===== src/design/lcgrm_pkg.sv =====
`timescale 1ns / 1ps

package lcgrm_pkg;

   // Width of the data fields on the ports. Only the low WORD_BITS bits carry data.
   localparam int DATA_BITS = 32;

   localparam int CSR_IDX_BITS = 2;
   localparam logic [CSR_IDX_BITS-1:0] CSR_MULTIPLIER = 2'd0;
   localparam logic [CSR_IDX_BITS-1:0] CSR_INCREMENT  = 2'd1;
   localparam logic [CSR_IDX_BITS-1:0] CSR_MODULUS    = 2'd2;

   localparam logic MODE_SEED = 1'b0;
   localparam logic MODE_STEP = 1'b1;

   typedef struct packed {
      logic busy;
      logic done;
   } recip_stat_type;

endpackage


===== src/design/lcg_with_reciprocal_modulus.sv =====
`timescale 1ns / 1ps

// Channel   Direction  Handshake             Payload
// req_      in         req_valid/req_stall   req_mode, req_seed_value
// rsp_      out        rsp_valid/rsp_stall   rsp_random_value
// csr_      in         csr_valid/csr_ready   csr_index, csr_wdata
//
// A step item makes three passes through the one shared multiplier (S_MA, S_MB, S_MC), each
// followed by an add, shift or subtract stage (S_T, S_Q, S_X); rsp_valid is registered when
// S_X finds the output free. A seed item runs the bit-serial divider and then the
// one-bit-a-cycle normalization of the reciprocal; req_stall holds until the unit is done.
// Reset is synchronous; the generator state, reciprocal, shift and divisor clear to zero.
// A new item is taken while an earlier result waits under rsp_stall; the last step stage holds.
module lcg_with_reciprocal_modulus import lcgrm_pkg::*; #(
   parameter int WORD_BITS = 32
) (
   input  logic                     clock,
   input  logic                     reset,
   input  logic                     req_valid,
   output logic                     req_stall,
   input  logic                     req_mode,
   input  logic [DATA_BITS-1:0]     req_seed_value,
   output logic                     rsp_valid,
   input  logic                     rsp_stall,
   output logic [DATA_BITS-1:0]     rsp_random_value,
   input  logic                     csr_valid,
   output logic                     csr_ready,
   input  logic [CSR_IDX_BITS-1:0]  csr_index,
   input  logic [DATA_BITS-1:0]     csr_wdata
);

   localparam int W  = WORD_BITS;
   localparam int DW = 2 * W;
   localparam int SW = $clog2(DW);

   typedef enum logic [7:0] {
      S_IDLE = 8'b00000001,
      S_SEED = 8'b00000010,
      S_MA   = 8'b00000100,
      S_T    = 8'b00001000,
      S_MB   = 8'b00010000,
      S_Q    = 8'b00100000,
      S_MC   = 8'b01000000,
      S_X    = 8'b10000000
   } state_type;

   state_type       state_ff, state_in;
   logic [W-1:0]    mult_ff, mult_in;
   logic [W-1:0]    inc_ff, inc_in;
   logic [W-1:0]    mod_ff, mod_in;
   logic [W-1:0]    cur_ff, cur_in;
   logic [W-1:0]    t_ff, t_in;
   logic [W-1:0]    q_ff, q_in;
   logic            rsp_valid_ff, rsp_valid_in;
   logic [W-1:0]    rsp_value_ff, rsp_value_in;

   logic            req_xfer;
   logic            rsp_free;
   logic            recip_start;
   logic [W:0]      recip;
   logic [SW-1:0]   shift;
   logic [W-1:0]    divisor;
   recip_stat_type  recip_stat;

   logic            mul_en;
   logic [W-1:0]    mul_a, mul_b;
   logic [DW-1:0]   prod;
   logic [W-1:0]    sum_hi;
   logic [W-1:0]    x_val;

   assign req_stall   = state_ff != S_IDLE;
   assign req_xfer    = req_valid && !req_stall;
   assign recip_start = req_xfer && (req_mode == MODE_SEED);
   assign rsp_free    = !rsp_valid_ff || !rsp_stall;
   assign csr_ready   = 1'b1;

   lcgrm_recip #(.W(W)) u_recip (
      .clock   (clock),
      .reset   (reset),
      .start   (recip_start),
      .modulus (mod_ff),
      .recip   (recip),
      .shift   (shift),
      .divisor (divisor),
      .stat    (recip_stat)
   );

   always_comb begin
      mul_en = 1'b0;
      mul_a  = mult_ff;
      mul_b  = cur_ff;
      unique case (state_ff)
         S_MA: begin
            mul_en = 1'b1;
         end
         S_MB: begin
            mul_en = 1'b1;
            mul_a  = recip[W-1:0];
            mul_b  = t_ff;
         end
         S_MC: begin
            mul_en = 1'b1;
            mul_a  = q_ff;
            mul_b  = divisor;
         end
         default: begin
         end
      endcase
   end

   lcgrm_mul #(.W(W)) u_mul (
      .clock (clock),
      .en    (mul_en),
      .a     (mul_a),
      .b     (mul_b),
      .prod  (prod)
   );

   // The reciprocal carries one bit above the multiplier width; its weight is added here.
   assign sum_hi = prod[DW-1:W] + (recip[W] ? t_ff : '0);
   assign x_val  = t_ff - prod[W-1:0];

   always_comb begin
      mult_in = mult_ff;
      inc_in  = inc_ff;
      mod_in  = mod_ff;
      if (csr_valid && csr_ready) begin
         unique case (csr_index)
            CSR_MULTIPLIER: mult_in = csr_wdata[W-1:0];
            CSR_INCREMENT:  inc_in  = csr_wdata[W-1:0];
            CSR_MODULUS:    mod_in  = csr_wdata[W-1:0];
            default: begin
            end
         endcase
      end
   end

   always_comb begin
      state_in     = state_ff;
      cur_in       = cur_ff;
      t_in         = t_ff;
      q_in         = q_ff;
      rsp_valid_in = rsp_valid_ff && rsp_stall;
      rsp_value_in = rsp_value_ff;
      unique case (state_ff)
         S_IDLE: begin
            if (req_xfer) begin
               if (req_mode == MODE_SEED) begin
                  cur_in   = req_seed_value[W-1:0];
                  state_in = S_SEED;
               end else begin
                  state_in = S_MA;
               end
            end
         end
         S_SEED: begin
            if (recip_stat.done) begin
               state_in = S_IDLE;
            end
         end
         S_MA: state_in = S_T;
         S_T: begin
            t_in     = prod[W-1:0] + inc_ff;
            state_in = S_MB;
         end
         S_MB: state_in = S_Q;
         S_Q: begin
            q_in     = W'({sum_hi, prod[W-1:0]} >> shift);
            state_in = S_MC;
         end
         S_MC: state_in = S_X;
         S_X: begin
            if (rsp_free) begin
               cur_in       = x_val;
               rsp_value_in = x_val;
               rsp_valid_in = 1'b1;
               state_in     = S_IDLE;
            end
         end
         default: begin
            state_in = S_IDLE;
         end
      endcase
   end

   always_ff @(posedge clock) begin
      if (reset) begin
         state_ff     <= S_IDLE;
         rsp_valid_ff <= 1'b0;
         cur_ff       <= '0;
         mult_ff      <= W'(1);
         inc_ff       <= '0;
         mod_ff       <= '1;
      end else begin
         state_ff     <= state_in;
         rsp_valid_ff <= rsp_valid_in;
         cur_ff       <= cur_in;
         mult_ff      <= mult_in;
         inc_ff       <= inc_in;
         mod_ff       <= mod_in;
      end
   end

   always_ff @(posedge clock) begin
      t_ff         <= t_in;
      q_ff         <= q_in;
      rsp_value_ff <= rsp_value_in;
   end

   assign rsp_valid        = rsp_valid_ff;
   assign rsp_random_value = DATA_BITS'(rsp_value_ff);

`ifndef SYNTHESIS
   a_rsp_from_last_stage: assert property (@(posedge clock) disable iff (reset)
      $rose(rsp_valid_ff) |-> $past(state_ff == S_X))
      else $error("result appeared without a finished step");

   a_seed_runs_divider: assert property (@(posedge clock) disable iff (reset)
      recip_start |=> (state_ff == S_SEED) && recip_stat.busy)
      else $error("seed transfer did not start the reciprocal unit");

   a_divider_only_in_seed: assert property (@(posedge clock) disable iff (reset)
      recip_stat.busy |-> (state_ff == S_SEED))
      else $error("reciprocal unit busy outside a seed item");

   a_seed_no_result: assert property (@(posedge clock) disable iff (reset)
      (state_ff == S_SEED) |=> !$rose(rsp_valid_ff))
      else $error("seed item produced a result");
`endif

endmodule


===== src/design/lcgrm_mul.sv =====
`timescale 1ns / 1ps

module lcgrm_mul import lcgrm_pkg::*; #(
   parameter int W = 32
) (
   input  logic           clock,
   input  logic           en,
   input  logic [W-1:0]   a,
   input  logic [W-1:0]   b,
   output logic [2*W-1:0] prod
);

   logic [2*W-1:0] prod_ff;
   logic [2*W-1:0] prod_in;

   assign prod_in = (2*W)'(a) * (2*W)'(b);

   always_ff @(posedge clock) begin
      if (en) begin
         prod_ff <= prod_in;
      end
   end

   assign prod = prod_ff;

endmodule


===== src/design/lcgrm_recip.sv =====
`timescale 1ns / 1ps

module lcgrm_recip import lcgrm_pkg::*; #(
   parameter int W = 32
) (
   input  logic                        clock,
   input  logic                        reset,
   input  logic                        start,
   input  logic [W-1:0]                modulus,
   output logic [W:0]                  recip,
   output logic [$clog2(2*W)-1:0]      shift,
   output logic [W-1:0]                divisor,
   output recip_stat_type              stat
);

   localparam int DW = 2 * W;
   localparam int RW = W + 1;
   localparam int CW = $clog2(DW);

   typedef enum logic [4:0] {
      R_IDLE = 5'b00001,
      R_DIV  = 5'b00010,
      R_NORM = 5'b00100,
      R_INC  = 5'b01000,
      R_ODD  = 5'b10000
   } rstate_type;

   rstate_type     state_ff, state_in;
   logic [W:0]     rem_ff, rem_in;
   logic [DW-1:0]  quo_ff, quo_in;
   logic [CW-1:0]  cnt_ff, cnt_in;
   logic [CW-1:0]  sh_ff, sh_in;
   logic [W-1:0]   m_ff, m_in;

   logic [W:0]     rem_sh;
   logic           rem_ge;

   // The dividend is a single one in its top bit, so only the first step shifts in a one.
   // A zero divisor makes every compare succeed and the quotient comes out all ones.
   assign rem_sh = {rem_ff[W-1:0], (cnt_ff == CW'(DW-1))};
   assign rem_ge = rem_sh >= {1'b0, m_ff};

   always_comb begin
      state_in = state_ff;
      rem_in   = rem_ff;
      quo_in   = quo_ff;
      cnt_in   = cnt_ff;
      sh_in    = sh_ff;
      m_in     = m_ff;
      unique case (state_ff)
         R_IDLE: begin
            if (start) begin
               rem_in   = '0;
               quo_in   = '0;
               cnt_in   = CW'(DW-1);
               sh_in    = CW'(DW-1);
               m_in     = modulus;
               state_in = R_DIV;
            end
         end
         R_DIV: begin
            rem_in = rem_ge ? (rem_sh - {1'b0, m_ff}) : rem_sh;
            quo_in = {quo_ff[DW-2:0], rem_ge};
            cnt_in = cnt_ff - CW'(1);
            if (cnt_ff == '0) begin
               state_in = R_NORM;
            end
         end
         R_NORM: begin
            if (quo_ff[DW-1:W] != '0) begin
               quo_in = quo_ff >> 1;
               sh_in  = sh_ff - CW'(1);
            end else begin
               state_in = R_INC;
            end
         end
         R_INC: begin
            quo_in   = {{(DW-RW){1'b0}}, quo_ff[W:0] + RW'(1)};
            state_in = R_ODD;
         end
         R_ODD: begin
            if (!quo_ff[0]) begin
               quo_in = quo_ff >> 1;
               sh_in  = sh_ff - CW'(1);
            end
            state_in = R_IDLE;
         end
         default: begin
            state_in = R_IDLE;
         end
      endcase
   end

   always_ff @(posedge clock) begin
      if (reset) begin
         state_ff <= R_IDLE;
         quo_ff   <= '0;
         sh_ff    <= '0;
         m_ff     <= '0;
      end else begin
         state_ff <= state_in;
         quo_ff   <= quo_in;
         sh_ff    <= sh_in;
         m_ff     <= m_in;
      end
   end

   always_ff @(posedge clock) begin
      rem_ff <= rem_in;
      cnt_ff <= cnt_in;
   end

   assign recip     = quo_ff[W:0];
   assign shift     = sh_ff;
   assign divisor   = m_ff;
   assign stat.busy = state_ff != R_IDLE;
   assign stat.done = state_ff == R_ODD;

endmodule

===== config.mk =====
export PLATFORM = sky130hd
export DESIGN_NAME = lcg_with_reciprocal_modulus
export DESIGN_NICKNAME = d
export VERILOG_FILES = /design/src/design/lcgrm_pkg.sv /design/src/design/lcg_with_reciprocal_modulus.sv /design/src/design/lcgrm_mul.sv /design/src/design/lcgrm_recip.sv
export SDC_FILE = /design/constraint.sdc
export NUM_CORES = 2
export LEC_CHECK = 0
export BUFFER_PORTS_ARGS = -buffer_cell sky130_fd_sc_hd__buf_2
export CORE_AREA = 2 2 398 400
export DETAILED_ROUTE_END_ITERATION = 16
export DIE_AREA = 0 0 400 402
export GPL_ROUTABILITY_DRIVEN = 0
export GPL_TIMING_DRIVEN = 1
export PLACE_DENSITY = 0.54
export SLEW_MARGIN = 25
export SYNTH_ARGS = -nofsm -noshare
export SYNTH_HDL_FRONTEND = slang
export SYNTH_HIERARCHICAL = 1
export SYNTH_SLANG_ARGS = --single-unit

===== constraint.sdc =====
create_clock -name clock -period 17.1 [get_ports clock]
set_input_delay 0 -clock clock [delete_from_list [all_inputs] [get_ports clock]]
set_output_delay 0 -clock clock [all_outputs]
set_load 0.01 [all_outputs]

== After elaboration in Yosys (flattened, before gate mapping) ==
Index checks and enable logic that the tools add are counted.

* Input bits: 72
* Register bits after elaboration: 442
* Output and inout port bits: 35

* Bitwise operators: 1
* Add/sub/neg operators: 7
* Reduce and logical (&&, ||, !) cells: 27
* Equality and inequality tests: 26
* Shift operators: 1
* Order comparisons: 1
* $mul: 1
* Muxes and demuxes: 31

{| class="wikitable"
|+ Operator list
! cell !! count
|-
| case mux 64 bit (5 select lines) || 1
|-
| case mux 32 bit (2 select lines) || 4
|-
| 2-to-1 mux 32 bit || 6
|-
| 2-to-1 mux 64 bit || 3
|-
| adder 32 bit || 2
|-
| multiplier 32 x 32 -> 64 bit || 1
|-
| case mux 8 bit (8 select lines) || 1
|-
| >> shifter 64 x 6 -> 32 bit || 1
|-
| subtractor 32 bit || 2
|-
| adder 33 x 1 -> 33 bit, second input constant || 1
|-
| greater-or-equal comparator 33 x 32 -> 1 bit || 1
|-
| nonzero test 32 bit || 1
|-
| 2-to-1 mux 8 bit || 3
|-
| case mux 5 bit (4 select lines) || 1
|-
| 2-to-1 mux 6 bit || 3
|-
| case mux 6 bit (3 select lines) || 1
|-
| 2-to-1 mux 5 bit || 3
|-
| inequality test 2 bit, second input constant || 7
|-
| case mux 6 bit (2 select lines) || 1
|-
| AND reduction 2 bit || 6
|-
| AND reduction 4 bit || 3
|-
| subtractor 6 x 1 -> 6 bit, second input constant || 2
|-
| AND reduction 3 bit || 3
|-
| equality test 8 x 1 -> 1 bit, second input constant || 1
|-
| 29 further kinds || 37
|}

== Logic depth before layout (Yosys ltp) ==
* Depth after elaboration: 6
* Gate-level depth with buffers: 38
* Gate-level depth less buffers: 33

== Hierarchy ==
Netlist, hierarchy kept.

{| class="wikitable"
|+ By module, submodules not included
! module !! cells each !! area each (µm²) !! times used
|-
| lcgrm_mul || 3,767 || 35,247.6 || 1
|-
| lcg_with_reciprocal_modulus || 2,252 || 18,191.2 || 1
|-
| lcgrm_recip || 1,063 || 8,799.7 || 1
|}

== Least setup slack after synthesis ==
OpenSTA, ideal clock, no wires.

* Kind: reg-to-reg
* Start point: register, netlist name state_ff[2]
* End point: register u_mul.prod_ff[63] (netlist: u_mul/prod[63]) (data pin)
* Arrival time: 9,158 ps
* Buffers on the path: 6
* Library setup time: 263 ps
* Cell stages (with the launch flop): 35
* Slack: 7,679 ps
* Cell sequence: dfxtp_1 -> or4_1 -> nor3_1 -> and3b_1 -> clkbuf_1 -> clkbuf_1 -> clkbuf_1 -> a22oi_1 -> nand2_1 -> clkbuf_1 -> nand2_1 -> fa_1 -> inv_1 -> fa_1 -> inv_1 -> fa_1 -> inv_1 -> fa_1 -> fa_1 -> fa_1 -> fa_1 -> inv_1 -> fa_1 -> inv_1 -> ha_1 -> buf_2 -> nand4_4 -> or3_1 -> or3_1 -> or4_1 -> and3_1 -> buf_2 -> nor4_4 -> a311oi_1 -> xnor2_1

{| class="wikitable"
|+ RTL lines
! what !! line !! source
|-
| end signal, assigned || lcgrm_mul.sv:20 || <nowiki>prod_ff <= prod_in;</nowiki>
|-
| end, declared || lcgrm_mul.sv:13 || <nowiki>logic [2*W-1:0] prod_ff;</nowiki>
|}

==> flow_summary_export.csv <==
group,metric,value,unit
global_routing,grt_overflow,0,
worst_setup_path,timing.rr.end,"u_mul/prod[57]",
route,routed_wl,204000,um
synth,avgSynthCellArea,8.79,um^2
synth,synth_nets,8448,
worst_setup_path,timing_worst_setup_path_type,"flip-flop to flip-flop",
cts,cts_setup_buffers,0,
layout,multi_input_area,0.0459,mm^2
timing,finalSetupTns,0,ns
worst_setup_path,cp_max_fo,64,
floorplanning,io_pins,107,
layout,fin_nets,8319,
worst_setup_path,rrSetupSlack,5.65,ns
cts,cts_buffers,52,
global_routing,grt_pass1_vias,51200,
worst_setup_path,required,17.54,ns
layout,drive_above_1_share,6.03,%
route,viasPerCell,5.56,
timing,fin_crit,11.45,ns
synth,ys_seq_elements,442,
global_routing,grt_pass1_wl,313000,um
worst_setup_path,cp_data_arrival_time,11.89,ns
cts,clock_latency,0.63,ns
global_routing,grt_max_degree,96,
timing,slew_violations,0,
floorplanning,die_h,402,um
power,vdd_drop_max,87.7,uV
timing,worstMarginPinSlew,1.07,ns
timing,rsz0062_at_grt,"no",
layout,fill_cells,15700,
route,drc,0,
worst_setup_path,max_stage_delay,0.75,ns
synth,async_flop_share,0,%
min_path,min_path_type,"primary input to flip-flop",
cts,cts_tree,"yes",
flow_run,maxCapViolCount,0,
timing,worst_clock_skew,0.0251,ns
placement,port_buffers,105,
global_routing,antenna_found_initial,13,
status,outcome,"finished clean",
cts,htreeDepth,2,
global_routing,track_usage,25.3,%
layout,syn_to_final_growth,7.51,%
cts,cts_buffer_depth,3,
timing,relSlewSlack,28.7,%
worst_setup_path,crit_path_top_delay_cell,"and3b_2",
worst_setup_path,timing.rr.start,"state_ff[7]",
floorplanning,start_util,39.6,%
worst_setup_path,cp.depth,31,
power,p_leak,30.3,nW
route,antenna_left,0,
route,drt_iter0_markers,4665,
cts,clockRootBuffer,"clkbuf_16",
synth,syn-instance-count,7082,
cts,cts.clk_slew.worst_paths,0.07,ns
route,vias,50400,
power,p_per_area,72.1,mW/mm^2
timing,hold_violations,0,
power,finalPower,0.00482,W
synth,synth_edf_count,198,
cts,clock_sinks,442,
synth,yosysWarnings,6,
worst_setup_path,path_delay_family,"adder cells",
worst_setup_path,start_kind,"flip-flop",
placement,detailed_place_hpwl,154000,um
synth,ys.flop_type,"dfxtp_1",
worst_setup_path,cp-end-kind,"flip-flop",
cts,post_cts_resized,0,
min_path,holdPathEnd,"mod_ff[3]",
synth,synth_area,0.0622,mm^2
floorplanning,die_area,0.161,mm^2
layout,final_cell_mix,"1077 x nand2_1, 986 x inv_1, 900 x fa_1",
min_path,hp-start,"csr_wdata[3]",
floorplanning,floorplan.rows,146,
floorplanning,die_w,400,um
worst_setup_path,path_common_cell,"fa_1",
timing,setup_viol,0,
layout,final_common_cell,"nand2_1",
worst_setup_path,critPathBufInv,6,
timing,min_period_over_period,67.0,%
floorplanning,core,0.157,mm^2
layout,regArea,0.0108,mm^2
route,firstDrtPassIters,6,
synth,synth.distinct_cells,104,
worst_setup_path,reg2reg_depth,31,
timing,fmax,0.0873,GHz
route,routedWlPerCell,22.4,um
min_path,hold_path_depth,4,
synth,yosysSeqAreaShare,17.4,%
-- flip-flops by register name, indices dropped and copies added (netlist names) --
| signal | cells |
|---|---|
| u_recip/quo_ff | 64 |
| q_ff | 32 |
| mod_ff | 32 |
| u_mul/prod | 64 |
| t_ff | 32 |
| u_recip/cnt_ff | 6 |
| u_recip/divisor | 32 |
| mult_ff | 32 |
| state_ff | 8 |
| rsp_random_value | 32 |
| u_recip/rem_ff | 32 |
| cur_ff | 32 |
| inc_ff | 32 |
| rsp_valid | 1 |
| u_recip/state_ff | 5 |
| u_recip/shift | 6 |
-- tightest hold or removal path, delay by kind of cell --
| kind | cells | cell delay (ns) |
|---|---|---|
| simple gates | 2 | 0.13 |
| buf+inv | 2 | 0.67 |
-- report_power, final --
part           switching (W)  total, W  internal [W]
clock               0.000497   0.00121      0.000710
sequential          0.000109   0.00134       0.00123
combinational        0.00149   0.00228      0.000784
total                0.00210   0.00482       0.00272
-- layer usage --
layer	global-route usage [%]	routed length, um	up-vias	share of wire, %
li1	-	-	22700	-
met1	35.1	89100	25700	44
met2	41.0	94300	1652	46
met3	3.43	13100	298	6.5
met4	7.14	6940	2	3.4
met5	0	13	-	0.0064
-- worst max path at each step --
stage | startpoint | end | slack, ns
final | state_ff[7] | u_mul/prod[57] | 5.65
after global routing | state_ff[7] | u_mul/prod[57] | 5.12
after CTS | state_ff[7] | u_mul/prod[58] | 5.62
after detailed placement | state_ff[7] | u_mul/prod[58] | 5.68
after global placement | state_ff[7] | u_mul/prod[58] | 5.78
after floorplan | state_ff[2] | u_mul/prod[63] | 7.68
-- cells by family (layout without fill, tap and decap cells) --
| logic type | after synthesis | count (layout) | share of synthesized area (%) |
|---|---|---|---|
| buffers and inverters | 1449 | 1363 | 9.03 |
| xor gates and xnor gates | 182 | 182 | 2.56 |
| DFF | 442 | 442 | 17.4 |
| and+or+nand+nor | 2471 | 2471 | 19.3 |
| AOI/OAI and AO/OA | 1105 | 1105 | 12.1 |
| muxes | 138 | 138 | 2.81 |
| adders and majority gates | 1294 | 1294 | 36.9 |
| other | 1 | 3 | 0.00603 |
-- metrics by stage --
step | hold slack, ns | std cells | utilization, % | worst slack, ns | area (um^2)
floorplan | 0.120 | 7082 | - | 7.68 | 62200
global placement | 0.285 | 8893 | 40.9 | 5.78 | 64200
detailed placement | 0.285 | 8894 | 40.9 | 5.68 | 64300
CTS | 0.164 | 9068 | 42.6 | 5.62 | 66900
global route | 0.210 | 9068 | 42.6 | 5.12 | 66900
finish | 0.197 | 9070 | 42.6 | 5.65 | 66900
-- repair_timing --
action / in CTS / in global routing
hold buffers: 77 / 0
endpoints found under the setup margin: 0 / 0
hold endpoints to repair: 172 / 0
-- final cells by class --
class / instances / share of cell area [%]
clock buffers: 72 / 2.35
well taps: 2072 / 3.87
flip-flops and latches: 442 / 16.2
multi-input cells: 5191 / 68.5
repair buffers: 279 / 3.06
diodes: 2 / 0.00748
inverters: 987 / 5.54
clock inverters: 25 / 0.424
-- cell usage after synthesis, types with 68 or more instances --
| cell type | instances | area share, % |
|---|---|---|
| fa_1 | 900 | 29 |
| nor2_1 | 317 | 1.9 |
| and2_1 | 649 | 6.5 |
| ha_1 | 394 | 7.9 |
| mux2i_1 | 95 | 1.5 |
| a22oi_1 | 84 | 1.0 |
| nand3_1 | 68 | 0.55 |
| dfxtp_1 | 244 | 7.8 |
| a21oi_1 | 335 | 2.7 |
| o21ai_0 | 149 | 1.2 |
| nand2_1 | 1086 | 6.5 |
| inv_1 | 986 | 5.9 |
| xnor2_1 | 119 | 1.7 |
| nor3_1 | 74 | 0.60 |
| a21o_1 | 80 | 0.96 |
| edfxtp_1 | 198 | 9.6 |
| clkbuf_1 | 383 | 2.3 |
(Power assumes the default switching activity.)
